### config.mk
export PLATFORM = sky130hd
export DESIGN_NAME = mfde_controller
export DESIGN_NICKNAME = d
export VERILOG_FILES = /design/src/design/mfde_pkg.sv /design/src/design/mfde_controller.sv
export SDC_FILE = /design/constraint.sdc
export NUM_CORES = 1
export LEC_CHECK = 0
export ABC_AREA = 1
export BUFFER_PORTS_ARGS = -buffer_cell sky130_fd_sc_hd__buf_2
export CORE_MARGIN = 2
export CORE_UTILIZATION = 49
export DETAILED_ROUTE_END_ITERATION = 7
export GPL_TIMING_DRIVEN = 0
export PLACE_DENSITY_LB_ADDON = 0.3
export SLEW_MARGIN = 20
export SYNTH_ARGS = -nofsm -noshare
export SYNTH_HDL_FRONTEND = slang
export SYNTH_SLANG_ARGS = --single-unit
export TNS_END_PERCENT = 100
### constraint.sdc
create_clock -name clock -period 1.43 [get_ports clock]
set_input_delay 0.3575 -clock clock [delete_from_list [all_inputs] [get_ports clock]]
set_output_delay 0.3575 -clock clock [all_outputs]
set_load 0.02 [all_outputs]
### src/design/mfde_pkg.sv
// Shared constants, codes and control types of the mono frame buffer draw engine.
package mfde_pkg;

   localparam int SCREEN_WIDTH  = 128;
   localparam int SCREEN_HEIGHT = 64;
   localparam int STORE_DEPTH   = 1024;
   localparam int ADDR_W        = 10;
   localparam int IDX_W         = 12;
   localparam int ERR_W         = 12;
   localparam int CIRC_W        = 12;

   // request command codes
   localparam logic [2:0] CMD_CLEAR  = 3'd0;
   localparam logic [2:0] CMD_PIXEL  = 3'd1;
   localparam logic [2:0] CMD_LINE   = 3'd2;
   localparam logic [2:0] CMD_RECT   = 3'd3;
   localparam logic [2:0] CMD_FILL   = 3'd4;
   localparam logic [2:0] CMD_CIRCLE = 3'd5;
   localparam logic [2:0] CMD_READ   = 3'd6;

   // line segment select
   localparam logic [2:0] SEG_TOP    = 3'd0;
   localparam logic [2:0] SEG_BOTTOM = 3'd1;
   localparam logic [2:0] SEG_LEFT   = 3'd2;
   localparam logic [2:0] SEG_RIGHT  = 3'd3;
   localparam logic [2:0] SEG_FREE   = 3'd4;

   // pixel point source
   localparam logic [1:0] SRC_LINE = 2'd0;
   localparam logic [1:0] SRC_FILL = 2'd1;
   localparam logic [1:0] SRC_CIRC = 2'd2;

   typedef struct packed {
      logic       load;
      logic       clr_write;
      logic       fill_init;
      logic       fill_step;
      logic       line_init;
      logic [2:0] seg;
      logic       line_step;
      logic       circ_init;
      logic       circ_step;
      logic [1:0] src;
      logic [2:0] oct;
      logic       pix_read;
      logic       pix_write;
      logic       byte_read;
      logic       rsp_load;
   } ctl_cmd_type;

   typedef struct packed {
      logic clr_last;
      logic fill_empty;
      logic fill_last;
      logic line_done;
      logic circ_more;
   } dp_status_type;

endpackage

### src/design/mfde_controller.sv
// Controller: sequences clearing, pixel, line, rectangle, fill, circle and read requests.
module mfde_controller (
   input  logic                    clock,
   input  logic                    reset,
   input  logic                    req_valid,
   output logic                    req_stall,
   input  logic [2:0]              req_cmd,
   output logic                    rsp_valid,
   input  logic                    rsp_stall,
   output mfde_pkg::ctl_cmd_type   cmd,
   input  mfde_pkg::dp_status_type status
);

   localparam logic [3:0] S_CLEAR     = 4'd0;
   localparam logic [3:0] S_IDLE      = 4'd1;
   localparam logic [3:0] S_PIX_RD    = 4'd2;
   localparam logic [3:0] S_PIX_WR    = 4'd3;
   localparam logic [3:0] S_FILL_CHK  = 4'd4;
   localparam logic [3:0] S_FILL_RD   = 4'd5;
   localparam logic [3:0] S_FILL_WR   = 4'd6;
   localparam logic [3:0] S_LINE_INIT = 4'd7;
   localparam logic [3:0] S_LINE_RD   = 4'd8;
   localparam logic [3:0] S_LINE_WR   = 4'd9;
   localparam logic [3:0] S_CIRC_INIT = 4'd10;
   localparam logic [3:0] S_CIRC_RD   = 4'd11;
   localparam logic [3:0] S_CIRC_WR   = 4'd12;
   localparam logic [3:0] S_CIRC_STEP = 4'd13;
   localparam logic [3:0] S_BYTE_RD   = 4'd14;
   localparam logic [3:0] S_RSP       = 4'd15;

   logic [3:0] state_ff, state_in;
   logic [2:0] seg_ff, seg_in;
   logic [2:0] oct_ff, oct_in;
   logic       boot_ff, boot_in;
   logic       rsp_valid_ff, rsp_valid_in;

   assign req_stall = (state_ff != S_IDLE);
   assign rsp_valid = rsp_valid_ff;

   // next state and datapath commands
   always_comb begin
      state_in = state_ff;
      seg_in   = seg_ff;
      oct_in   = oct_ff;
      boot_in  = boot_ff;
      cmd      = '0;
      cmd.seg  = seg_ff;
      cmd.oct  = oct_ff;
      cmd.src  = mfde_pkg::SRC_FILL;
      case (state_ff)
         S_CLEAR: begin
            cmd.clr_write = 1'b1;
            if (status.clr_last) begin
               boot_in  = 1'b0;
               state_in = boot_ff ? S_IDLE : S_RSP;
            end
         end
         S_IDLE: begin
            if (req_valid) begin
               cmd.load = 1'b1;
               case (req_cmd)
                  mfde_pkg::CMD_CLEAR: state_in = S_CLEAR;
                  mfde_pkg::CMD_PIXEL: begin
                     cmd.fill_init = 1'b1;
                     state_in      = S_PIX_RD;
                  end
                  mfde_pkg::CMD_LINE: begin
                     seg_in   = mfde_pkg::SEG_FREE;
                     state_in = S_LINE_INIT;
                  end
                  mfde_pkg::CMD_RECT: begin
                     seg_in   = mfde_pkg::SEG_TOP;
                     state_in = S_LINE_INIT;
                  end
                  mfde_pkg::CMD_FILL: begin
                     cmd.fill_init = 1'b1;
                     state_in      = S_FILL_CHK;
                  end
                  mfde_pkg::CMD_CIRCLE: state_in = S_CIRC_INIT;
                  mfde_pkg::CMD_READ:   state_in = S_BYTE_RD;
                  default:              state_in = S_RSP;
               endcase
            end
         end
         S_PIX_RD: begin
            cmd.pix_read = 1'b1;
            state_in     = S_PIX_WR;
         end
         S_PIX_WR: begin
            cmd.pix_write = 1'b1;
            state_in      = S_RSP;
         end
         S_FILL_CHK: begin
            state_in = status.fill_empty ? S_RSP : S_FILL_RD;
         end
         S_FILL_RD: begin
            cmd.pix_read = 1'b1;
            state_in     = S_FILL_WR;
         end
         S_FILL_WR: begin
            cmd.pix_write = 1'b1;
            if (status.fill_last) begin
               state_in = S_RSP;
            end else begin
               cmd.fill_step = 1'b1;
               state_in      = S_FILL_RD;
            end
         end
         S_LINE_INIT: begin
            cmd.line_init = 1'b1;
            state_in      = S_LINE_RD;
         end
         S_LINE_RD: begin
            cmd.src      = mfde_pkg::SRC_LINE;
            cmd.pix_read = 1'b1;
            state_in     = S_LINE_WR;
         end
         S_LINE_WR: begin
            cmd.src       = mfde_pkg::SRC_LINE;
            cmd.pix_write = 1'b1;
            if (status.line_done) begin
               // advance to the next rectangle side or finish
               if (seg_ff == mfde_pkg::SEG_FREE || seg_ff == mfde_pkg::SEG_RIGHT) begin
                  state_in = S_RSP;
               end else begin
                  seg_in   = seg_ff + 3'd1;
                  state_in = S_LINE_INIT;
               end
            end else begin
               cmd.line_step = 1'b1;
               state_in      = S_LINE_RD;
            end
         end
         S_CIRC_INIT: begin
            cmd.circ_init = 1'b1;
            oct_in        = 3'd0;
            state_in      = S_CIRC_RD;
         end
         S_CIRC_RD: begin
            cmd.src      = mfde_pkg::SRC_CIRC;
            cmd.pix_read = 1'b1;
            state_in     = S_CIRC_WR;
         end
         S_CIRC_WR: begin
            cmd.src       = mfde_pkg::SRC_CIRC;
            cmd.pix_write = 1'b1;
            oct_in        = oct_ff + 3'd1;
            if (oct_ff == 3'd7) begin
               state_in = status.circ_more ? S_CIRC_STEP : S_RSP;
            end else begin
               state_in = S_CIRC_RD;
            end
         end
         S_CIRC_STEP: begin
            cmd.circ_step = 1'b1;
            state_in      = S_CIRC_RD;
         end
         S_BYTE_RD: begin
            cmd.byte_read = 1'b1;
            state_in      = S_RSP;
         end
         S_RSP: begin
            // hold until the output register is free
            if (!rsp_valid_ff || !rsp_stall) begin
               cmd.rsp_load = 1'b1;
               state_in     = S_IDLE;
            end
         end
         default: state_in = S_IDLE;
      endcase
      rsp_valid_in = cmd.rsp_load | (rsp_valid_ff & rsp_stall);
   end

   always_ff @(posedge clock) begin
      if (reset) begin
         state_ff     <= S_CLEAR;
         seg_ff       <= mfde_pkg::SEG_TOP;
         oct_ff       <= 3'd0;
         boot_ff      <= 1'b1;
         rsp_valid_ff <= 1'b0;
      end else begin
         state_ff     <= state_in;
         seg_ff       <= seg_in;
         oct_ff       <= oct_in;
         boot_ff      <= boot_in;
         rsp_valid_ff <= rsp_valid_in;
      end
   end

endmodule

### Word level (Yosys, flattened, before mapping)

Cells that the tools add are included.

| word-level totals | value |
|---|---|
| flip-flop bits (word level) | 12 |
| bits of input ports | 12 |
| output and inout port bits | 22 |
| word-level logic and storage cells | 96 |

| operators by class | value |
|---|---|
| add/subtract/negate cells | 2 |
| eq/ne operators | 31 |
| multiplexer cells | 37 |
| bitwise operators | 2 |
| reductions and logical operators | 19 |

Operators with widths:

| cell | count |
|---|---|
| one-hot mux 4 bit (14 select lines) | 1 |
| equality test 4 bit, second input constant | 8 |
| two-way mux 4 bit | 8 |
| one-hot mux 4 bit (6 select lines) | 1 |
| two-way mux 1 bit | 18 |
| one-hot mux 3 bit (2 select lines) | 3 |
| equality test 4 x 3 -> 1 bit, second input constant | 4 |
| equality test 3 bit, second input constant | 5 |
| two-way mux 3 bit | 4 |
| OR reduction 2 bit | 6 |
| != test 2 bit, second input constant | 5 |
| equality test 3 x 2 -> 1 bit, second input constant | 3 |
| equality test 4 x 2 -> 1 bit, second input constant | 2 |
| OR reduction 4 bit | 2 |
| adder 3 x 1 -> 3 bit, second input constant | 2 |
| AND reduction 5 bit | 1 |
| equality test 4 x 1 -> 1 bit, second input constant | 1 |
| zero test 4 bit | 1 |
| != test 4 x 1 -> 1 bit, second input constant | 1 |
| one-hot mux 2 bit (2 select lines) | 1 |
| nonzero test 2 bit | 2 |
| equality test 3 x 1 -> 1 bit, second input constant | 1 |
| zero test 3 bit | 1 |
| != test 3 bit, second input constant | 1 |
| other kinds (7) | 9 |

### Logic depth before layout (Yosys ltp)

Gate-level depths: netlist (run 1).

| logic depth | value |
|---|---|
| depth in word-level cells | 5 |
| gate-level depth with buffers | 11 |
| depth with buffers taken out | 10 |

### Least setup slack after synthesis (run 1)

No wires, ideal clock.

| path | value |
|---|---|
| path type | register to output |
| start | register state_ff[3] |
| end | output port cmd[17] (netlist name) |
| data arrival time | 1,599 ps |
| data required time | 1,072 ps |
| setup slack | -526 ps |
| stages on the path, launching flop included | 5 |
| buffers on the path | 1 |
| path through | dfxtp_1 -> clkbuf_2 -> nor2_1 -> nand2_1 -> nor4_1 |

RTL lines:

| what | line | RTL |
|---|---|---|
| from (decl) | mfde_controller.sv:31 | `logic [3:0] state_ff, state_in;` |
| from (signal assigned) | mfde_controller.sv:182 | `state_ff <= state_in;` |
| to (decl) | mfde_controller.sv:10 | `output mfde_pkg::ctl_cmd_type cmd,` |

==> summary.txt, run 1 <==
Global route
  – Initial antenna violation count: 0
  – Vias in the first global route: 1,196
  – First-pass GRT wire length: 5080 um
  – GRT Overall Usage: 27.4%
  – Remaining Overflow, GRT: 0
  – Largest net degree at the start of global routing: 9

CTS
  – Htree depth: 1
  – TritonCTS buffer count: 3
  – Clock sinks: 12
  – CTS tree: done
  – Worst-Skew Late Latency: 0.27 ns
  – Root Driver: clkbuf_4
  – Worst-path clk slew: 0.07 ns
  – Max Buffers Root-to-Sink: 2
  – Hold Buf Count CTS: 0

Worst setup path
  – Worst EP arrival: 1.31 ns
  – Setup crit end kind: output port
  – CP Launch Type: register
  – Max FO, Critical Path: 7
  – Worst Setup Path Type: register to output port
  – Required @ worst endpoint: 1.07 ns

Die
  – Die X: 48.6 um
  – Io pins: 34
  – Die Span Y: 48.6 um
  – Core Region: 1920 sq um
  – Initial core utilization: 50.8%
  – Die area: 2360 sq um
  – Row cnt: 16

Placement
  – I/O Buffers: 32
  – Dpl cells: 236
  – Global placement routability congestion: 0.919
  – DP Worst Slack: -0.155 ns
  – Post-DP Area: 1210 sq um
  – Post-DP HPWL: 2070 um

Cells and area
  – Share of cells above drive strength 1: 46.3%
  – Finished layout cell area: 1640 sq um
  – Antenna diodes: 0
  – # fillers: 126
  – Nets: 245
  – Core Util, Final: 85.2%
  – Post-route non-filler standard cell count: 254
  – Syn-to-layout area delta: 67.8%
  – Commonest cells after routing, fill and taps aside: nand2_1 (36), nor2_1 (21), inv_1 (18), buf_2 (18), buf_4 (18)
  – Most common cell after layout, fill and taps aside: nand2_1

Power and ir drop
  – Comb power frac: 71.7%
  – Power per cell area: 1570 nW/um^2
  – Switching Fraction: 50.2%
  – Peak supply drop: 1.13 mV
  – Part of the power in registers: 20.4%
  – Overall Power: 2.57 mW
  – Switching pwr: 1.29 mW
  – Pleak: 0.882 nW
  – Clock power frac: 7.9%
  – Pint: 1.28 mW

Job
  – Max_cap viols: 0

STA
  – Worst slew margin: 82.4%
  – Fin crit share: 117%
  – Final Skew: 0.00337 ns
  – Unrepaired setup endpoints after global routing: yes
  – Clock period minus worst slack: 1.67 ns
  – Worst setup margin: -0.240 ns
  – Slew at the pin with the worst max-slew slack: 0.262 ns
  – Max frequency: 0.599 GHz
  – # setup viols final: 17
  – Hold Fails Final Rpt: 0
  – Max Transition Viols Final: 0

Worst hold path
  – Hold crit path type: input pin to register

Detailed routing
  – Post-route ant nets: 0
  – DRC Markers: 0
  – DR iter-0 viols: 42
  – Drt first pass iters: 4
  – Final WL: 3310 um
  – Vias: 1,330
  – Avg Vias per Cell: 5.24
  – Wire per inst: 13.0 um

Yosys
  – Yosys top cell by area: dfxtp_1
  – Syn Inst Count: 177
  – Largest cells by area after synthesis: dfxtp_1 (25%), nand2_1 (20%), nor2_1 (15%)
  – Yosys warns: 0
  – Post-Syn Area: 976 sq um
  – Syn avg cell area: 5.51 sq um
  – Sequential share of the synthesized area: 24.6%
  – Post-synthesis cell type count: 19
  – Flops & latches, synth: 12
  – Synth top area share: 24.6%
  – Syn_nets: 193

Outcome
  – Violated checks: setup timing
  – Status: finished, violations left
-- cells by family (layout without fill, tap and decap cells) --
logic type | count (synthesis) | count (layout) | share of synthesized area, %
AOI/OAI and AO/OA | 19 | 19 | 10.6
xor gates and xnor gates | 1 | 1 | 0.898
adders and majority gates | 4 | 4 | 5.13
buffers and inverters | 28 | 78 | 11.7
DFF | 12 | 12 | 24.6
and+or+nand+nor | 113 | 113 | 47.1
-- layout make-up --
cell class | instances | area (sq um) | area share (%)
inverter | 26 | 115 | 7.03
multi-input combinational | 137 | 838 | 51.2
tap | 27 | 33.8 | 2.06
sequential | 12 | 253 | 15.4
clock buffer | 3 | 22.5 | 1.38
timing repair buffer | 47 | 349 | 21.3
buffer | 2 | 26.3 | 1.60
-- registers in the layout, indices dropped and copies added, names as in the netlist --
register,cells
rsp_valid,1
seg_ff,3
boot_ff,1
oct_ff,3
state_ff,4
-- stage by stage --
step | hold WS, ns | TNS (ns)
after floorplan | 0.436 | -0.0888
after global placement | 0.452 | -1.06
after detailed placement | 0.454 | -1.01
after CTS | 0.273 | -2.69
after global routing | 0.258 | -3.78
final | 0.271 | -2.58
-- metal layers --
metal	up-vias	global-route usage, %	share of wire, %
met4	0	15.2	3.3
met2	50	46.6	49
met5	-	0	0
li1	664	-	-
met1	606	33.1	43
met3	10	3.70	4.4
-- synth_stat cells (all sizes together) --
master   n
buf      1
clkbuf   1
nand3b   1
a21oi   10
dfxtp   12
ha       4
nand4    1
inv     26
o21ai    7
nand3   17
xor2     1
nand2   52
nor4     1
o211ai   1
a21boi   1
nor2    41
-- power groups by stage --
| stage | sequential (mW) | clock, mW | combinational, mW |
|---|---|---|---|
| 6_report | 0.524 | 0.204 | 1.85 |
| 5_1_grt | 0.532 | 0.233 | 2.01 |
| 4_1_cts | 0.491 | 0.212 | 1.56 |
| 3_3_place_gp | 0.469 | 0 | 1.14 |
| 3_5_place_dp | 0.471 | 0 | 1.15 |
| 2_1_floorplan | 0.478 | 0 | 0.874 |
-- worst max-delay path, stage by stage (launching register included) --
cell	delay, ns
dfxtp_2	0.34
buf_8	0.15
inv_8	0.05
nor2_4	0.14
nand2_2	0.10
nand2_4	0.10
nor2_4	0.04
buf_6	0.12
-- path summary, 6_finish.rpt --
path | slack [ns] | endpoint | from | depth (start not counted)
setup / recovery | -0.24 | cmd[7] | state_ff[3]$_SDFFE_PP0P_ | 7
hold reg to reg | 0.46 | boot_ff$_SDFFE_PP1P_ | boot_ff$_SDFFE_PP1P_ | 2
hold / removal | 0.27 | seg_ff[1]$_SDFFE_PP0P_ | reset | 2
setup reg to reg | -0.02 | state_ff[3]$_SDFFE_PP0P_ | state_ff[2]$_SDFFE_PP0P_ | 10
-- timing repair --
action                                  4_1_cts  5_1_grt
setup buffers                                11        4
gates resized for setup                      54       43
cloned                                        0        0
pin swaps                                    12        9
endpoints found under the setup margin       16       25
Note: power is estimated with default switching activity, not from simulation.
==> run 2: changes to the inputs <==
Settings changed: CORE_UTILIZATION 49 to 46, CTS_BUF_LIST set to sky130_fd_sc_hd__clkbuf_4 sky130_fd_sc_hd__clkbuf_8.
Clock period 1.43 ns to 1.5 ns, I/O delays scaled along.
==> run 2 against run 1 <==
Against the previous run: largest power group unchanged; worst setup slack got worse by 0.014 ns; clock power up 28%; the run still ends with setup timing left; final area grew 5.3%; critical endpoint unchanged; worst hold slack improved by 0.014 ns; highest routed layer unchanged; via count grew 4.5%; clock skew grew 0.0065 ns; final cell count up 4.3%; critical path depth decreased by 1; sequential share of layout area down 0.64 points.
==> summary.txt, run 2 (synthesis results as in run 1) <==
STA
  – Worst slew margin: 82.4% (about the same)
  – # setup viols final: 19 (was 17)
  – Slew at the pin with the worst max-slew slack: 0.263 ns (was 0.262 ns)
  – Worst setup margin: -0.253 ns (was -0.240 ns)
  – Final Skew: 0.00983 ns (was 0.00337 ns)
  – Max Transition Viols Final: 0 (unchanged)
  – Hold Fails Final Rpt: 0 (unchanged)
  – Unrepaired setup endpoints after global routing: yes (unchanged)
  – Fin crit share: 117%
  – Max frequency: 0.570 GHz
  – Clock period minus worst slack: 1.75 ns

Global route
  – GRT Overall Usage: 27.0% (was 27.4%)
  – Initial antenna violation count: 0 (unchanged)
  – Vias in the first global route: 1,181 (was 1,196)
  – Largest net degree at the start of global routing: 9 (unchanged)
  – First-pass GRT wire length: 5180 um (was 5080 um)
  – Remaining Overflow, GRT: 0 (unchanged)

Detailed routing
  – Post-route ant nets: 0 (unchanged)
  – Final WL: 3730 um (was 3310 um)
  – Met2 WL: 1860 um (was 1630 um)
  – Wire per inst: 14.1 um (was 13.0 um)
  – Top routing layer used: met4 (unchanged)
  – Avg Vias per Cell: 5.25 (was 5.24)
  – Drt first pass iters: 4 (unchanged)
  – DR iter-0 viols: 41 (was 42)
  – DRC Markers: 0 (unchanged)
  – Vias: 1,390 (was 1,330)
  – M1 wire length: 1530 um (was 1430 um)
  – Routed length on met3: 210 um (was 144 um)

Cells and area
  – Commonest cells after routing, fill and taps aside: nand2_1 (38), nor2_1 (25), buf_4 (25) (was nand2_1 (36), nor2_1 (21), inv_1 (18), buf_2 (18), buf_4 (18))
  – Syn-to-layout area delta: 76.8% (was 67.8%)
  – Most common cell after layout, fill and taps aside: nand2_1 (unchanged)
  – Antenna diodes: 0 (unchanged)
  – Regs by FF count: state_ff: 4 flops, oct_ff: 3 flops, seg_ff: 3 flops (unchanged)
  – Largest register FFs: 4 (unchanged)
  – Share of cells above drive strength 1: 46.6% (was 46.3%)
  – Core Util, Final: 87.1% (was 85.2%)
  – Finished layout cell area: 1730 sq um (was 1640 sq um)
  – Nets: 255 (was 245)
  – Top reg by flops: state_ff (unchanged)

Worst setup path
  – Reg2Reg Depth: 12 (was 10)
  – Setup crit end kind: output port (unchanged)
  – Worst EP arrival: 1.38 ns (was 1.31 ns)
  – Worst Setup Path Type: register to output port (unchanged)
  – CP Launch Type: register (unchanged)
  – Max FO, Critical Path: 6 (was 7)
  – Required @ worst endpoint: 1.12 ns (was 1.07 ns)

Die
  – Initial core utilization: 49.2% (was 50.8%)
  – Die Span Y: 50.1 um (was 48.6 um)
  – Core Region: 1980 sq um (was 1920 sq um)
  – Io pins: 34 (unchanged)
  – Die area: 2510 sq um (was 2360 sq um)
  – Row cnt: 16 (unchanged)
  – Die X: 50.1 um (was 48.6 um)

Placement
  – Post-DP Area: 1210 sq um (about the same)
  – I/O Buffers: 32 (unchanged)
  – DP Worst Slack: -0.141 ns (was -0.155 ns)
  – Post-DP HPWL: 2160 um (was 2070 um)
  – Global placement routability congestion: 0.942 (was 0.919)

CTS
  – Worst-path clk slew: 0.08 ns (was 0.07 ns)
  – Root Driver: clkbuf_4 (unchanged)
  – Max Buffers Root-to-Sink: 2 (unchanged)
  – Hold Buf Count CTS: 0 (unchanged)
  – Htree depth: 1 (unchanged)
  – CTS tree: done (unchanged)
  – TritonCTS buffer count: 3 (unchanged)
  – Worst-Skew Late Latency: 0.28 ns (was 0.27 ns)
  – Clock sinks: 12 (unchanged)

Outcome
  – Violated checks: setup timing (unchanged)
  – Status: finished, violations left (unchanged)

Job
  – Max_cap viols: 0 (unchanged)

Worst hold path
  – Hold path depth: 2 (unchanged)
  – Hold crit path type: input pin to register (unchanged)

Power and ir drop
  – Power per cell area: 1570 nW/um^2 (about the same)
  – Peak supply drop: 1.18 mV (was 1.13 mV)
  – Overall Power: 2.70 mW (was 2.57 mW)
  – Pleak: 0.939 nW (was 0.882 nW)
run 2: cell types whose count changed in the layout (fill, tap and decap cells not counted), sizes merged:
cell | previous run | this run
buf | 49 | 59
clkbuf | 3 | 4
run 2: where the power goes:
part	internal (mW)	switching [mW]	leakage [nW]
sequential	0.402	0.0959	0.101
combinational	0.832	1.11	0.817
clock	0.148	0.114	0.0210
run 2: repair_timing:
item	4_1_cts	5_1_grt
pin swaps	12	14
buffers inserted	12	13
resized for setup	54	44
setup endpoints to repair	15	23
gates cloned	0	0
run 2: final timing paths:
check                           startpoint                        to  slack (ns)
hold / removal                       reset    seg_ff[0]$_SDFFE_PP0P_        0.28
setup reg to reg  state_ff[1]$_SDFFE_PP0P_  state_ff[1]$_SDFFE_PP0P_       -0.10
setup / recovery  state_ff[1]$_SDFFE_PP0P_                    cmd[7]       -0.25
hold reg to reg       boot_ff$_SDFFE_PP1P_      boot_ff$_SDFFE_PP1P_        0.46
run 2: worst max-delay path: stages, from the launching register on:
cell	delay, ns
dfxtp_4	0.36
buf_6	0.13
nor2_4	0.21
nand2_2	0.12
nand2_2	0.12
nor2_4	0.04
buf_6	0.12
run 2: area by class of cell:
type,count,area (sq um)
well taps,27,33.8
repair buffers,57,435
inverters,26,118
flip-flops and latches,12,255
clock buffers,4,36.3
fillers,113,256
plain buffers,2,31.3
multi-input cells,137,816
run 2: through the flow:
step                      setup TNS (ns)  hold slack (ns)  instances
after floorplan                        0            0.436        177
after global placement            -0.563            0.449        236
after detailed placement          -0.697            0.454        236
after CTS                          -1.94            0.281        252
after global routing               -3.72            0.278        265
final                              -2.34            0.284        265
run 2: per-layer routing:
layer / GRT usage (%) / vias to the layer above
li1: - / 686
met1: 33.5 / 623
met2: 46.3 / 68
met3: 2.12 / 13
met4: 13.4 / 0
met5: 0 / -
==> run 3: changes to the inputs <==
Settings changed: ABC_CLOCK_PERIOD_IN_PS set to 1700, CORE_UTILIZATION 46 to 51.
Clock period 1.5 ns to 1.7 ns, I/O delays scaled along.
==> run 3 against run 2 <==
Against the previous run: the run still ends with setup timing left; core utilization increased by 3.1 points; clock power shrank 35%; worst setup slack improved by 0.18 ns; largest cell class unchanged.
==> summary.txt, run 3 (synthesis results as in run 1) <==
Outcome
  – Status: finished, violations left (unchanged)
  – Violated checks: setup timing (unchanged)

CTS
  – Max Buffers Root-to-Sink: 2 (unchanged)
  – Clock sinks: 12 (unchanged)
  – Hold Buf Count CTS: 0 (unchanged)
  – Worst-path clk slew: 0.07 ns (was 0.08 ns)
  – TritonCTS buffer count: 3 (unchanged)
  – Worst-Skew Late Latency: 0.27 ns (was 0.28 ns)
  – Root Driver: clkbuf_4 (unchanged)
  – CTS tree: done (unchanged)
  – Htree depth: 1 (unchanged)

Die
  – Die X: 47.7 um (was 50.1 um)
  – Die area: 2280 sq um (was 2510 sq um)
  – Core Region: 1760 sq um (was 1980 sq um)
  – Die Span Y: 47.7 um (was 50.1 um)
  – Initial core utilization: 55.3% (was 49.2%)
  – Io pins: 34 (unchanged)
  – Row cnt: 15 (was 16)

Placement
  – I/O Buffers: 32 (unchanged)
  – Post-DP HPWL: 2210 um (was 2160 um)
  – Global placement routability congestion: 0.923 (was 0.942)
  – Dpl cells: 234 (was 236)
  – DP Worst Slack: -0.0345 ns (was -0.141 ns)
  – Post-DP Area: 1190 sq um (was 1210 sq um)

Global route
  – GRT Overall Usage: 33.4% (was 27.0%)
  – Largest net degree at the start of global routing: 9 (unchanged)
  – Remaining Overflow, GRT: 0 (unchanged)
  – First-pass GRT wire length: 5250 um (was 5180 um)
  – Initial antenna violation count: 0 (unchanged)
  – Vias in the first global route: 1,224 (was 1,181)

Power and ir drop
  – Pleak: 0.886 nW (was 0.939 nW)
  – Pint: 1.14 mW (was 1.38 mW)
  – Part of the power in registers: 19.4% (was 18.4%)
  – Comb power frac: 73.2% (was 71.9%)
  – Switching pwr: 1.17 mW (was 1.32 mW)
  – Peak supply drop: 1.04 mV (was 1.18 mV)
  – Switching Fraction: 50.6% (was 48.9%)
  – Clock power frac: 7.4% (was 9.7%)
  – Power per cell area: 1450 nW/um^2 (was 1570 nW/um^2)

Cells and area
  – Share of cells above drive strength 1: 42.9% (was 46.6%)
  – # fillers: 97 (was 113)
  – Syn-to-layout area delta: 62.9% (was 76.8%)
  – Post-route non-filler standard cell count: 256 (was 265)
  – Nets: 249 (was 255)
  – Most common cell after layout, fill and taps aside: nand2_1 (unchanged)
  – Commonest cells after routing, fill and taps aside: nand2_1 (37), nor2_1 (28), buf_2 (21) (was nand2_1 (38), nor2_1 (25), buf_4 (25))
  – Largest register FFs: 4 (unchanged)
  – Top reg by flops: state_ff (unchanged)
  – Finished layout cell area: 1590 sq um (was 1730 sq um)
  – Regs by FF count: state_ff: 4 flops, oct_ff: 3 flops, seg_ff: 3 flops (unchanged)
  – Antenna diodes: 0 (unchanged)

STA
  – # setup viols final: 8 (was 19)
  – Clock period minus worst slack: 1.78 ns
  – Worst slew margin: 83.3% (was 82.4%)
  – Unrepaired setup endpoints after global routing: yes (unchanged)
  – Hold Fails Final Rpt: 0 (unchanged)
  – Worst setup margin: -0.0763 ns (was -0.253 ns)
  – Fin crit share: 104%
  – Slew at the pin with the worst max-slew slack: 0.250 ns (was 0.263 ns)
  – Final Skew: 0.00128 ns (was 0.00983 ns)
  – Max Transition Viols Final: 0 (unchanged)
  – Max frequency: 0.563 GHz

Detailed routing
  – Avg Vias per Cell: 5.81 (was 5.25)
  – DRC Markers: 0 (unchanged)
  – Post-route ant nets: 0 (unchanged)
  – DR iter-0 viols: 104 (was 41)
  – Drt first pass iters: 5 (was 4)
  – Vias: 1,488 (was 1,390)
  – Final WL: 4120 um (was 3730 um)
  – Wire per inst: 16.1 um (was 14.1 um)

Worst setup path
  – Setup crit start: state_ff[0]$_SDFFE_PP0P_ (was state_ff[1]$_SDFFE_PP0P_)
  – Worst Setup Path Type: register to output port (unchanged)
  – R2r setup slk: 0.08 ns (was -0.10 ns)
  – Worst EP arrival: 1.35 ns (was 1.38 ns)
  – Required @ worst endpoint: 1.27 ns (was 1.12 ns)
  – Max FO, Critical Path: 6 (unchanged)
  – Setup crit end kind: output port (unchanged)
  – Worst reg2reg path startpoint: state_ff[2]$_SDFFE_PP0P_ (was state_ff[1]$_SDFFE_PP0P_)
  – RR Endpoint: state_ff[1]$_SDFFE_PP0P_ (unchanged)
  – Setup crit end: cmd[2] (was cmd[7])
  – CP Launch Type: register (unchanged)
  – Reg2Reg Depth: 11 (was 12)

Worst hold path
  – Hold crit path type: input pin to register (unchanged)

Job
  – Max_cap viols: 0 (unchanged)
[run 3: critical path: stages (launching register included)]
cell and delay [ns]:
dfxtp_4 0.36, buf_6 0.12, nor2_4 0.22, nand2_4 0.12, nand4_1 0.11, buf_4 0.14
[run 3: per-layer routing]
layer	wire, um	track usage [%]	part of all wire, %	vias up
met5	0	0	0	-
met2	1940	55.2	47	127
met3	429	6.04	10	35
met4	245	21.1	6.0	0
met1	1500	39.5	37	654
li1	-	-	-	672
[run 3: worst min-delay path by stage]
stage                              start  slack, ns  cells after the start                     end
detailed placement  boot_ff$_SDFFE_PP1P_       0.46                      2    boot_ff$_SDFFE_PP1P_
finish                             reset       0.34                      2  seg_ff[0]$_SDFFE_PP0P_
global placement    boot_ff$_SDFFE_PP1P_       0.45                      2    boot_ff$_SDFFE_PP1P_
floorplan           boot_ff$_SDFFE_PP1P_       0.44                      2    boot_ff$_SDFFE_PP1P_
global route                       reset       0.35                      2    rsp_valid$_SDFF_PP0_
CTS                                reset       0.34                      2  oct_ff[2]$_SDFFE_PP0P_
[run 3: power groups by stage]
| stage | clock network (mW) | logic (mW) | registers [mW] |
|---|---|---|---|
| 4_1_cts | 0.172 | 1.38 | 0.421 |
| 2_1_floorplan | 0 | 0.698 | 0.398 |
| 3_5_place_dp | 0 | 0.961 | 0.391 |
| 3_3_place_gp | 0 | 0.942 | 0.388 |
| 5_1_grt | 0.182 | 1.77 | 0.456 |
| 6_report | 0.170 | 1.68 | 0.447 |
[run 3: timing repair]
item,in CTS,in global routing
resized for setup,60,24
gates cloned,0,0
setup endpoints to repair,13,14
pin swaps,12,9
buffers inserted,14,5
[run 3: final cells by class]
class,count,area [sq um],area share (%)
multi-input cells,137,777,48.9
repair buffers,51,368,23.1
flip-flops and latches,12,253,15.9
inverters,26,113,7.08
well taps,25,31.3,1.97
plain buffers,2,26.3,1.65
clock buffers,3,22.5,1.42
[run 3: per-stage QoR]
step           util (%)  TNS, ns  hold WS [ns]  power [mW]
5_1_grt            90.1   -0.636         0.347        2.41
3_3_place_gp       67.3  -0.0463         0.449        1.33
3_5_place_dp       67.3  -0.0345         0.457        1.35
4_1_cts            84.3  -0.0990         0.336        1.97
2_1_floorplan         -        0         0.436        1.10
6_report           90.1   -0.299         0.341        2.30
